===== src/chgw_pkg.sv =====
// package for the gift-wrap convex hull block: transaction types, microcode
// op and jump codes, step addresses and the microcode program table
// no dependencies
`timescale 1ns / 1ps

package chgw_pkg;

    localparam int MAX_POINTS_DEF = 64;
    localparam int COORD_BITS_DEF = 16;
    localparam int FIELD_W        = 16;

    typedef struct packed {
        logic signed [FIELD_W-1:0] point_x;
        logic signed [FIELD_W-1:0] point_y;
        logic                      last_point;
    } point_item_t;

    typedef struct packed {
        logic signed [FIELD_W-1:0] hull_x;
        logic signed [FIELD_W-1:0] hull_y;
        logic                      last_hull_point;
        logic                      points_dropped;
    } hull_item_t;

    // datapath operations
    localparam int OP_W = 4;
    localparam logic [OP_W-1:0] OP_IDLE      = 4'd0;
    localparam logic [OP_W-1:0] OP_LM_INIT   = 4'd1;
    localparam logic [OP_W-1:0] OP_READ      = 4'd2;
    localparam logic [OP_W-1:0] OP_LM_CMP    = 4'd3;
    localparam logic [OP_W-1:0] OP_WALK_INIT = 4'd4;
    localparam logic [OP_W-1:0] OP_P_LOAD    = 4'd5;
    localparam logic [OP_W-1:0] OP_Q_LOAD    = 4'd6;
    localparam logic [OP_W-1:0] OP_MUL       = 4'd7;
    localparam logic [OP_W-1:0] OP_S_CMP     = 4'd8;
    localparam logic [OP_W-1:0] OP_EMIT      = 4'd9;
    localparam logic [OP_W-1:0] OP_FINISH    = 4'd10;

    // jump conditions
    localparam int JC_W = 3;
    localparam logic [JC_W-1:0] JC_NEXT      = 3'd0;
    localparam logic [JC_W-1:0] JC_ALWAYS    = 3'd1;
    localparam logic [JC_W-1:0] JC_WAIT_LAST = 3'd2;
    localparam logic [JC_W-1:0] JC_MORE      = 3'd3;
    localparam logic [JC_W-1:0] JC_NOT_TERM  = 3'd4;

    // step addresses
    localparam int STEP_W = 4;
    localparam logic [STEP_W-1:0] STEP_IDLE      = 4'd0;
    localparam logic [STEP_W-1:0] STEP_LM_INIT   = 4'd1;
    localparam logic [STEP_W-1:0] STEP_LM_RD     = 4'd2;
    localparam logic [STEP_W-1:0] STEP_LM_CMP    = 4'd3;
    localparam logic [STEP_W-1:0] STEP_WALK_INIT = 4'd4;
    localparam logic [STEP_W-1:0] STEP_P_RD      = 4'd5;
    localparam logic [STEP_W-1:0] STEP_P_LOAD    = 4'd6;
    localparam logic [STEP_W-1:0] STEP_Q_RD      = 4'd7;
    localparam logic [STEP_W-1:0] STEP_Q_LOAD    = 4'd8;
    localparam logic [STEP_W-1:0] STEP_S_RD      = 4'd9;
    localparam logic [STEP_W-1:0] STEP_S_MUL     = 4'd10;
    localparam logic [STEP_W-1:0] STEP_S_CMP     = 4'd11;
    localparam logic [STEP_W-1:0] STEP_EMIT      = 4'd12;
    localparam logic [STEP_W-1:0] STEP_FINISH    = 4'd13;

    typedef struct packed {
        logic [OP_W-1:0]   op;
        logic [JC_W-1:0]   cond;
        logic [STEP_W-1:0] target;
    } ctrl_word_t;

    typedef struct packed {
        logic start_last;   // last point of a set taken this cycle
        logic more;         // scan index has another point after it
        logic term;         // walk ends with the point now emitted
    } seq_status_t;

    // microcode program
    function automatic ctrl_word_t ucode(input logic [STEP_W-1:0] step);
        ctrl_word_t w;
        unique case (step)
            STEP_IDLE:      w = '{OP_IDLE,      JC_WAIT_LAST, STEP_IDLE};
            STEP_LM_INIT:   w = '{OP_LM_INIT,   JC_NEXT,      STEP_IDLE};
            STEP_LM_RD:     w = '{OP_READ,      JC_NEXT,      STEP_IDLE};
            STEP_LM_CMP:    w = '{OP_LM_CMP,    JC_MORE,      STEP_LM_RD};
            STEP_WALK_INIT: w = '{OP_WALK_INIT, JC_NEXT,      STEP_IDLE};
            STEP_P_RD:      w = '{OP_READ,      JC_NEXT,      STEP_IDLE};
            STEP_P_LOAD:    w = '{OP_P_LOAD,    JC_NEXT,      STEP_IDLE};
            STEP_Q_RD:      w = '{OP_READ,      JC_NEXT,      STEP_IDLE};
            STEP_Q_LOAD:    w = '{OP_Q_LOAD,    JC_NEXT,      STEP_IDLE};
            STEP_S_RD:      w = '{OP_READ,      JC_NEXT,      STEP_IDLE};
            STEP_S_MUL:     w = '{OP_MUL,       JC_NEXT,      STEP_IDLE};
            STEP_S_CMP:     w = '{OP_S_CMP,     JC_MORE,      STEP_S_RD};
            STEP_EMIT:      w = '{OP_EMIT,      JC_NOT_TERM,  STEP_P_RD};
            STEP_FINISH:    w = '{OP_FINISH,    JC_ALWAYS,    STEP_IDLE};
            default:        w = '{OP_FINISH,    JC_ALWAYS,    STEP_IDLE};
        endcase
        return w;
    endfunction

endpackage


===== src/chgw_seq.sv =====
// microcode sequencer: step counter, program table lookup and jump logic
// depends on chgw_pkg
`timescale 1ns / 1ps

module chgw_seq (
    input  logic                 clk,
    input  logic                 rst_n,
    input  chgw_pkg::seq_status_t status,
    output chgw_pkg::ctrl_word_t  ctrl
);
    import chgw_pkg::*;

    logic [STEP_W-1:0] step_reg;
    logic [STEP_W-1:0] step_next;
    logic [STEP_W-1:0] step_inc;

    assign ctrl     = ucode(step_reg);
    assign step_inc = step_reg + 1'b1;

    always_comb
    begin
        unique case (ctrl.cond)
            JC_NEXT:      step_next = step_inc;
            JC_ALWAYS:    step_next = ctrl.target;
            JC_WAIT_LAST: step_next = status.start_last ? step_inc : ctrl.target;
            JC_MORE:      step_next = status.more ? ctrl.target : step_inc;
            JC_NOT_TERM:  step_next = status.term ? step_inc : ctrl.target;
            default:      step_next = STEP_IDLE;
        endcase
    end

    always_ff @(posedge clk or negedge rst_n)
    begin
        if (!rst_n)
        begin
            step_reg <= STEP_IDLE;
        end
        else
        begin
            step_reg <= step_next;
        end
    end

endmodule


===== src/convex_hull_gift_wrap.sv =====
// gift-wrap (jarvis march) convex hull: top level with point store and datapath
// depends on chgw_pkg and chgw_seq
// sequence: a point without last_point is taken and busy stays low; the last point
//   starts the leftmost search (a read and a compare step per stored point), then
//   walk setup, then per hull point: load p and q, scan every stored point, emit;
//   the first result is strobed after the first such pass
// throughput: set by the single read port of the point store, one point per scan
//   pass taking three microcode steps (read, multiply, compare); busy while the walk
//   runs, drops the cycle after the final result; no point is taken while busy
// reset: asynchronous active-low; clears control state, the store itself is not cleared
// results are strobed for one cycle and the receiver cannot stall them
`timescale 1ns / 1ps

module convex_hull_gift_wrap #(
    parameter int MAX_POINTS = chgw_pkg::MAX_POINTS_DEF,
    parameter int COORD_BITS = chgw_pkg::COORD_BITS_DEF
) (
    input  logic                  clk,
    input  logic                  rst_n,
    input  logic                  start,
    output logic                  busy,
    input  chgw_pkg::point_item_t point,
    output logic                  hull_valid,
    output chgw_pkg::hull_item_t  hull
);
    import chgw_pkg::*;

    localparam int IDX_W = $clog2(MAX_POINTS);
    localparam int CNT_W = $clog2(MAX_POINTS + 1);
    localparam int DIF_W = COORD_BITS + 1;
    localparam int PRD_W = 2 * DIF_W;

    // wrap a 16 bit input coordinate to the stored width
    function automatic logic [COORD_BITS-1:0] to_coord(input logic [FIELD_W-1:0] v);
        logic [31:0] w;
        w = {{(32 - FIELD_W){v[FIELD_W-1]}}, v};
        return w[COORD_BITS-1:0];
    endfunction

    // stored coordinate back to the 16 bit result field
    function automatic logic [FIELD_W-1:0] to_field(input logic [COORD_BITS-1:0] v);
        logic [31:0] w;
        w = {{(32 - COORD_BITS){v[COORD_BITS-1]}}, v};
        return w[FIELD_W-1:0];
    endfunction

    // sequencer
    ctrl_word_t  ctrl;
    seq_status_t status;

    chgw_seq u_seq (
        .clk    (clk),
        .rst_n  (rst_n),
        .status (status),
        .ctrl   (ctrl)
    );

    // point store, one write port (loading) and one registered read port
    logic [COORD_BITS-1:0] mem_x [MAX_POINTS];
    logic [COORD_BITS-1:0] mem_y [MAX_POINTS];
    logic signed [COORD_BITS-1:0] rd_x_reg;
    logic signed [COORD_BITS-1:0] rd_y_reg;

    // control registers
    logic [CNT_W-1:0] count_reg,    count_next;
    logic             ovf_reg,      ovf_next;
    logic [IDX_W-1:0] start_reg,    start_next;
    logic [IDX_W-1:0] cur_reg,      cur_next;
    logic [IDX_W-1:0] cand_reg,     cand_next;
    logic [IDX_W-1:0] idx_reg,      idx_next;
    logic [CNT_W-1:0] hull_cnt_reg, hull_cnt_next;
    logic             hull_valid_reg, hull_valid_next;

    // payload registers
    logic signed [COORD_BITS-1:0] minx_reg, minx_next;
    logic signed [COORD_BITS-1:0] px_reg,   px_next;
    logic signed [COORD_BITS-1:0] py_reg,   py_next;
    logic signed [COORD_BITS-1:0] qx_reg,   qx_next;
    logic signed [COORD_BITS-1:0] qy_reg,   qy_next;
    logic signed [PRD_W-1:0]      prod_a_reg, prod_a_next;
    logic signed [PRD_W-1:0]      prod_b_reg, prod_b_next;
    hull_item_t                   hull_reg,   hull_next;

    // transaction accept and store write
    logic             accept;
    logic             store_wr;
    logic [CNT_W-1:0] idx_inc;
    logic [CNT_W-1:0] cur_inc;
    logic [IDX_W-1:0] q_first;
    logic [CNT_W-1:0] hull_cnt_inc;

    // orientation operands: (yi-yp)*(xq-xi) against (xi-xp)*(yq-yi)
    logic signed [DIF_W-1:0] d_yi;
    logic signed [DIF_W-1:0] d_xq;
    logic signed [DIF_W-1:0] d_xi;
    logic signed [DIF_W-1:0] d_yq;

    assign busy     = (ctrl.op != OP_IDLE);
    assign accept   = start && !busy;
    assign store_wr = accept && (count_reg != CNT_W'(MAX_POINTS));

    assign idx_inc      = CNT_W'(idx_reg) + 1'b1;
    assign cur_inc      = CNT_W'(cur_reg) + 1'b1;
    assign q_first      = (cur_inc == count_reg) ? '0 : cur_inc[IDX_W-1:0];
    assign hull_cnt_inc = hull_cnt_reg + 1'b1;

    assign d_yi = {rd_y_reg[COORD_BITS-1], rd_y_reg} - {py_reg[COORD_BITS-1], py_reg};
    assign d_xq = {qx_reg[COORD_BITS-1], qx_reg} - {rd_x_reg[COORD_BITS-1], rd_x_reg};
    assign d_xi = {rd_x_reg[COORD_BITS-1], rd_x_reg} - {px_reg[COORD_BITS-1], px_reg};
    assign d_yq = {qy_reg[COORD_BITS-1], qy_reg} - {rd_y_reg[COORD_BITS-1], rd_y_reg};

    assign status.start_last = accept && point.last_point;
    assign status.more       = (idx_inc < count_reg);
    assign status.term       = (cand_reg == start_reg) || (hull_cnt_inc >= count_reg);

    always_comb
    begin
        count_next      = count_reg;
        ovf_next        = ovf_reg;
        start_next      = start_reg;
        cur_next        = cur_reg;
        cand_next       = cand_reg;
        idx_next        = idx_reg;
        hull_cnt_next   = hull_cnt_reg;
        hull_valid_next = 1'b0;
        minx_next       = minx_reg;
        px_next         = px_reg;
        py_next         = py_reg;
        qx_next         = qx_reg;
        qy_next         = qy_reg;
        prod_a_next     = prod_a_reg;
        prod_b_next     = prod_b_reg;
        hull_next       = hull_reg;

        unique case (ctrl.op)
            OP_IDLE:
            begin
                // load one point; a full store drops it and remembers that
                if (store_wr)
                begin
                    count_next = count_reg + 1'b1;
                end
                else if (accept)
                begin
                    ovf_next = 1'b1;
                end
            end
            OP_LM_INIT:
            begin
                idx_next   = '0;
                start_next = '0;
            end
            OP_READ:
            begin
                // store read is registered, data shows up next step
            end
            OP_LM_CMP:
            begin
                // strict less keeps the first point on ties
                if ((idx_reg == '0) || (rd_x_reg < minx_reg))
                begin
                    minx_next  = rd_x_reg;
                    start_next = idx_reg;
                end
                idx_next = idx_inc[IDX_W-1:0];
            end
            OP_WALK_INIT:
            begin
                cur_next      = start_reg;
                idx_next      = start_reg;
                hull_cnt_next = '0;
            end
            OP_P_LOAD:
            begin
                px_next   = rd_x_reg;
                py_next   = rd_y_reg;
                cand_next = q_first;
                idx_next  = q_first;
            end
            OP_Q_LOAD:
            begin
                qx_next  = rd_x_reg;
                qy_next  = rd_y_reg;
                idx_next = '0;
            end
            OP_MUL:
            begin
                prod_a_next = d_yi * d_xq;
                prod_b_next = d_xi * d_yq;
            end
            OP_S_CMP:
            begin
                // clockwise turn: point i replaces the candidate
                if (prod_a_reg < prod_b_reg)
                begin
                    cand_next = idx_reg;
                    qx_next   = rd_x_reg;
                    qy_next   = rd_y_reg;
                end
                idx_next = idx_inc[IDX_W-1:0];
            end
            OP_EMIT:
            begin
                hull_valid_next          = 1'b1;
                hull_next.hull_x         = to_field(px_reg);
                hull_next.hull_y         = to_field(py_reg);
                hull_next.last_hull_point = status.term;
                hull_next.points_dropped = ovf_reg;
                hull_cnt_next            = hull_cnt_inc;
                cur_next                 = cand_reg;
                idx_next                 = cand_reg;
            end
            OP_FINISH:
            begin
                // next transaction starts a new set
                count_next = '0;
                ovf_next   = 1'b0;
            end
            default:
            begin
            end
        endcase
    end

    always_ff @(posedge clk or negedge rst_n)
    begin
        if (!rst_n)
        begin
            count_reg      <= '0;
            ovf_reg        <= 1'b0;
            start_reg      <= '0;
            cur_reg        <= '0;
            cand_reg       <= '0;
            idx_reg        <= '0;
            hull_cnt_reg   <= '0;
            hull_valid_reg <= 1'b0;
        end
        else
        begin
            count_reg      <= count_next;
            ovf_reg        <= ovf_next;
            start_reg      <= start_next;
            cur_reg        <= cur_next;
            cand_reg       <= cand_next;
            idx_reg        <= idx_next;
            hull_cnt_reg   <= hull_cnt_next;
            hull_valid_reg <= hull_valid_next;
        end
    end

    always_ff @(posedge clk)
    begin
        minx_reg   <= minx_next;
        px_reg     <= px_next;
        py_reg     <= py_next;
        qx_reg     <= qx_next;
        qy_reg     <= qy_next;
        prod_a_reg <= prod_a_next;
        prod_b_reg <= prod_b_next;
        hull_reg   <= hull_next;
    end

    // point store
    always_ff @(posedge clk)
    begin
        if (store_wr)
        begin
            mem_x[count_reg[IDX_W-1:0]] <= to_coord(point.point_x);
            mem_y[count_reg[IDX_W-1:0]] <= to_coord(point.point_y);
        end
        rd_x_reg <= mem_x[idx_reg];
        rd_y_reg <= mem_y[idx_reg];
    end

    assign hull_valid = hull_valid_reg;
    assign hull       = hull_reg;

endmodule


===== config.mk =====
export PLATFORM = sky130hd
export DESIGN_NAME = convex_hull_gift_wrap
export DESIGN_NICKNAME = d
export VERILOG_FILES = /design/src/chgw_pkg.sv /design/src/chgw_seq.sv /design/src/convex_hull_gift_wrap.sv
export SDC_FILE = /design/constraint.sdc
export NUM_CORES = 2
export LEC_CHECK = 0
export BUFFER_PORTS_ARGS = -buffer_cell sky130_fd_sc_hd__buf_2
export CORE_UTILIZATION = 30
export CTS_CLUSTER_SIZE = 28
export DETAILED_ROUTE_END_ITERATION = 8
export PLACE_DENSITY = 0.53
export SLEW_MARGIN = 20
export SYNTH_ARGS = -nofsm -noshare
export SYNTH_HDL_FRONTEND = slang
export SYNTH_HIERARCHICAL = 1
export SYNTH_SLANG_ARGS = --single-unit

===== constraint.sdc =====
create_clock -name clk -period 21 [get_ports clk]
set_clock_uncertainty 0.2 [all_clocks]
set_input_delay 0 -clock clk [delete_from_list [all_inputs] [get_ports clk]]
set_output_delay 0 -clock clk [all_outputs]
set_load 0.05 [all_outputs]

[After elaboration in Yosys (flattened, before gate mapping)]
Memory sizes are Yosys's and may differ from the RTL's. A register that Yosys moved wholly into a read port is not among the register bits.
Index checks and enable logic that the tools add are counted.
Word-level totals
  bits in registers: 226
  latch bits: 0
  bits in writable memories: 2048
  bits in read-only memories: 176
  bits of input ports: 36
  output and inout bits: 36
  logic and storage cells: 107
  memories kept: 3
Memories
  mem_x: depth 64, bits a word 16, rd ports 1, clocked after Yosys merged registers in 1, wr ports 1, line convex_hull_gift_wrap.sv:59  | logic [COORD_BITS-1:0] mem_x [MAX_POINTS];
  mem_y: depth 64, bits a word 16, rd ports 1, clocked after Yosys merged registers in 1, wr ports 1, line convex_hull_gift_wrap.sv:60  | logic [COORD_BITS-1:0] mem_y [MAX_POINTS];
  (name not given): depth 16, bits a word 11, rd ports 1, clocked after Yosys merged registers in 0, wr ports 0, line chgw_pkg.sv:79  | unique case (step)
Operators by class
  $add $sub $neg: 9
  multiply operators: 2
  divide/modulo/power cells: 0
  $lt $le $gt $ge: 4
  equality and inequality tests: 21
  shift operators: 0
  mux-type cells: 24
  bitwise gates (word level): 0
  reductions and logical operators: 24
Operators by type and width (count)
  multiplier 17 x 17 -> 34 bit: 2
  subtractor 16 x 16 -> 17 bit: 4
  one-hot mux 16 bit (2 select lines): 2
  one-hot mux 6 bit (2 select lines): 3
  less-than comparator 34 bit: 1
  two-way mux 16 bit: 2
  one-hot mux 6 bit (5 select lines): 1
  one-hot mux 7 bit (2 select lines): 2
  one-hot mux 4 bit (5 select lines): 1
  two-way mux 6 bit: 3
  == test 4 x 3 -> 1 bit (second input constant): 4
  less-than comparator 16 bit: 1
  adder 6 x 1 -> 7 bit (second input constant): 2
  adder 7 x 1 -> 7 bit (second input constant): 2
  == test 4 bit (second input constant): 3
  two-way mux 4 bit: 3
  inequality test 2 bit (second input constant): 5
  AND reduction 2 bit: 5
  nonzero test 2 bit: 5
  == test 7 bit: 1
  greater-or-equal comparator 7 bit: 1
  less-than comparator 7 bit: 1
  two-way mux 7 bit: 1
  inequality test 7 bit (second input constant): 1
  19 further kinds: 28

[Logic depth before layout (Yosys ltp)]
An unclocked memory read counts as a cell.
  depth after elaboration: 7
  mapped depth: 35

[Cells and area by module]
Netlist, hierarchy kept.
Modules (own cells, without submodules)
  convex_hull_gift_wrap: instances 1, cells an instance 6460, area an instance 111941.1 µm², sequential area each 68605.8 µm²
  chgw_seq: instances 1, cells an instance 77, area an instance 583.1 µm², sequential area each 100.1 µm²

[Least setup slack after synthesis]
Ideal clock, no wire load.
  path kind: register to register
  start point: reg py_reg[0]
  end point: reg prod_a_reg[32], data pin
  library setup time: 0.180 ns
  arrival time: 8.053 ns
  slack: 12.567 ns
  cell stages (with the launch flop): 34
  clock period less this slack: 8.433 ns
  cells stage by stage: edfxtp_1 -> ha_1 -> fa_1 -> nor2b_1 -> o21ai_0 -> a21oi_1 -> o41ai_2 -> o211ai_1 -> a31oi_1 -> nor2b_1 -> a2bb2oi_1 -> clkbuf_1 -> nor2_1 -> fa_1 -> fa_1 -> inv_1 -> fa_1 -> inv_1 -> fa_1 -> fa_1 -> inv_1 -> fa_1 -> inv_1 -> ha_1 -> clkbuf_1 -> a21oi_1 -> a21boi_0 -> a311o_1 -> a31o_4 -> a41oi_4 -> o21ai_2 -> o31ai_4 -> or4b_1 -> o311ai_1
On the way
  word-level cells in the longest chain between the ends: 2
RTL lines
  from (decl): line convex_hull_gift_wrap.sv:77  | logic signed [COORD_BITS-1:0] py_reg, py_next;
  from (signal assigned): line convex_hull_gift_wrap.sv:255  | py_reg <= py_next;
  subtractor 16 x 16 -> 17 bit: line convex_hull_gift_wrap.sv:107  | assign d_yi = {rd_y_reg[COORD_BITS-1], rd_y_reg} - {py_reg[COORD_BITS-1], py_reg};
  multiplier 17 x 17 -> 34 bit: line convex_hull_gift_wrap.sv:188  | prod_a_next = d_yi * d_xq;
  to (signal assigned): line convex_hull_gift_wrap.sv:258  | prod_a_reg <= prod_a_next;
  to (decl): line convex_hull_gift_wrap.sv:80  | logic signed [PRD_W-1:0] prod_a_reg, prod_a_next;
No other way between the ends.
A chain may end at the register's enable or synchronous reset.

[Worst setup path after layout]
  start point: reg rd_y_reg[0] (read register of mem_y)
  end point: reg prod_a_reg[33], data pin
On the way
  word-level cells in the longest chain between the ends: 2
RTL lines
  from (decl): line convex_hull_gift_wrap.sv:62  | logic signed [COORD_BITS-1:0] rd_y_reg;
  subtractor 16 x 16 -> 17 bit: line convex_hull_gift_wrap.sv:107
  multiplier 17 x 17 -> 34 bit: line convex_hull_gift_wrap.sv:188
No other way between the ends.

==> out/qor.txt <==
status: finished, violations left
failing checks: hold timing
share of cells above drive strength 1: 19.82%
# rows: 224
Finished Layout Cells: 12.02k
initial antenna violation count: 33
Post-route DRC: 0
Avg WL per Cell: 24.58 µm
hold_buf cts: 37
Worst-Skew Late Latency: 960 ps
worst-margin pin slew: 1256 ps
chip width: 614.4 µm
Arr. time, crit path: 10370 ps
PostCTS Resize Cnt: 0
required time of the critical path: 21440 ps
Most common cell on crit path: fa_1
CP max FO: 12
Critical Path Source Type: flip-flop
CTS tree: done
fillers: 35.41k
Power Density: 72.49 nW/µm²
post-route ant nets: 0
Starting Density: 30.18%
total CTS buffers: 242
Via-to-Cell Ratio: 4.907
clk slew on worst S/H paths: 60 ps
Sink Count: 2306
delay-heaviest family, CP: adder cells
clock tree buffer depth: 4
Die H: 614.4 µm
Root Buffer: clkbuf_16
WP buf/inv: 2
RSZ-0062 raised after global routing: no
pin count of the biggest net entering global routing: 122
vias in the first global route: 62.38k
HPWL Detailed: 187.4 mm
post-CTS setup buffer count: 0
Area growth syn-to-layout: 14.25%
Yosys warning count: 6
Finish-stage setup viols: 0
Inst Count DP: 11.52k
leakage: 44.36 nW
crit path max-delay cell type: fa_1
fin nets: 7777
Slew Limit Fails: 0
Post-Syn Nets: 7472
H-tree levels: 4
Multi-input gate area: 40620 µm²
first-pass GRT wire length: 433.5 mm
die area: 377400 µm²
Fin Hold WS: -26.15 ps
1st-iter DRT viols: 4805
syn_area_per_cell: 17.22 µm²
Mapped Cells: 6533
Final min period: 9926 ps
core outline area: 372800 µm²
final hold violations: 38
Worst Hold Class: in -> reg
area of the mapped netlist: 112500 µm²
register area: 68730 µm²
Remaining Overflow, GRT: 0
fin crit share: 47.26%
Final TNS setup: 0 ps
worst vdd ir: 67.16 µV
Largest stage delay, worst path: 820 ps
placer's final routability congestion estimate: 0.8403
max-capacitance violation count: 0
io pins: 72
fmax: 100.8 MHz
Slew headroom: 15.66%
DR pass1 iterations: 5
final wirelength: 295.4 mm
CP Capture Type: flip-flop
GRT Overall Usage: 15.54%
# port buffers: 71
Vias: 58.97k
critical path class: reg -> reg
==> final timing paths <==
kind	cells past startpoint	end	slack [ps]	from
setup / recovery	28	prod_a_reg[33]	11070	rd_y_reg[0]
hold / removal	2	mem_x[51][11]	-30	point[28]
setup reg to reg	28	prod_a_reg[33]	11070	rd_y_reg[0]
hold reg to reg	0	hull[6]	250	py_reg[4]
max in group asynchronous	4	idx_reg[0]	19960	rst_n
min in group asynchronous	4	hull_cnt_reg[2]	180	rst_n
==> through the flow <==
step	instance area [µm²]	setup WS [ps]	power (mW)	util [%]	hold slack (ps)
5_1_grt	128500	10530	9.589	34.48	0.3054
3_5_place_dp	120200	11150	5.198	32.25	-26.34
6_report	128500	11070	9.317	34.48	-26.15
3_3_place_gp	120200	11370	5.192	32.25	-31.41
4_1_cts	128400	11150	9.416	34.43	117.0
2_1_floorplan	112500	12570	5.133	-	-495.6
==> report_power, final <==
part / total [mW] / internal, mW / switching, mW
clock network: 4.21 / 2.41 / 1.80
logic: 0.0728 / 0.00939 / 0.0634
registers: 5.04 / 5.04 / 0
==> cell type report <==
| class | instances | share of cell area [%] |
|---|---|---|
| flip-flops and latches | 2306 | 53.47 |
| clock buffers | 309 | 4.994 |
| multi-input cells | 3222 | 31.61 |
| inverters | 769 | 2.246 |
| diodes | 10 | 0.01947 |
| clock inverters | 134 | 1.047 |
| well taps | 4972 | 4.840 |
| repair buffers | 297 | 1.774 |
==> routing by layer <==
| layer | global-route usage, % | share of wire, % | up-vias |
|---|---|---|---|
| met5 | 0 | 0.0044 | - |
| met4 | 3.752 | 2.4 | 2 |
| met3 | 2.220 | 5.4 | 402 |
| met2 | 25.86 | 48 | 1684 |
| met1 | 21.47 | 44 | 31945 |
| li1 | - | - | 24939 |
==> cell usage in the layout, fill, tap and decap left out, types with 57 or more instances in the layout <==
cell / instances
xnor2_1: 107
buf_4: 211
edfxtp_1: 2230
mux4_2: 672
nor2_4: 67
nand2_1: 360
clkbuf_1: 57
nor2_1: 311
a21oi_1: 98
o21ai_0: 78
ha_1: 307
clkbuf_16: 243
inv_1: 767
nor2b_1: 62
fa_1: 596
(Power assumes the default switching activity.)
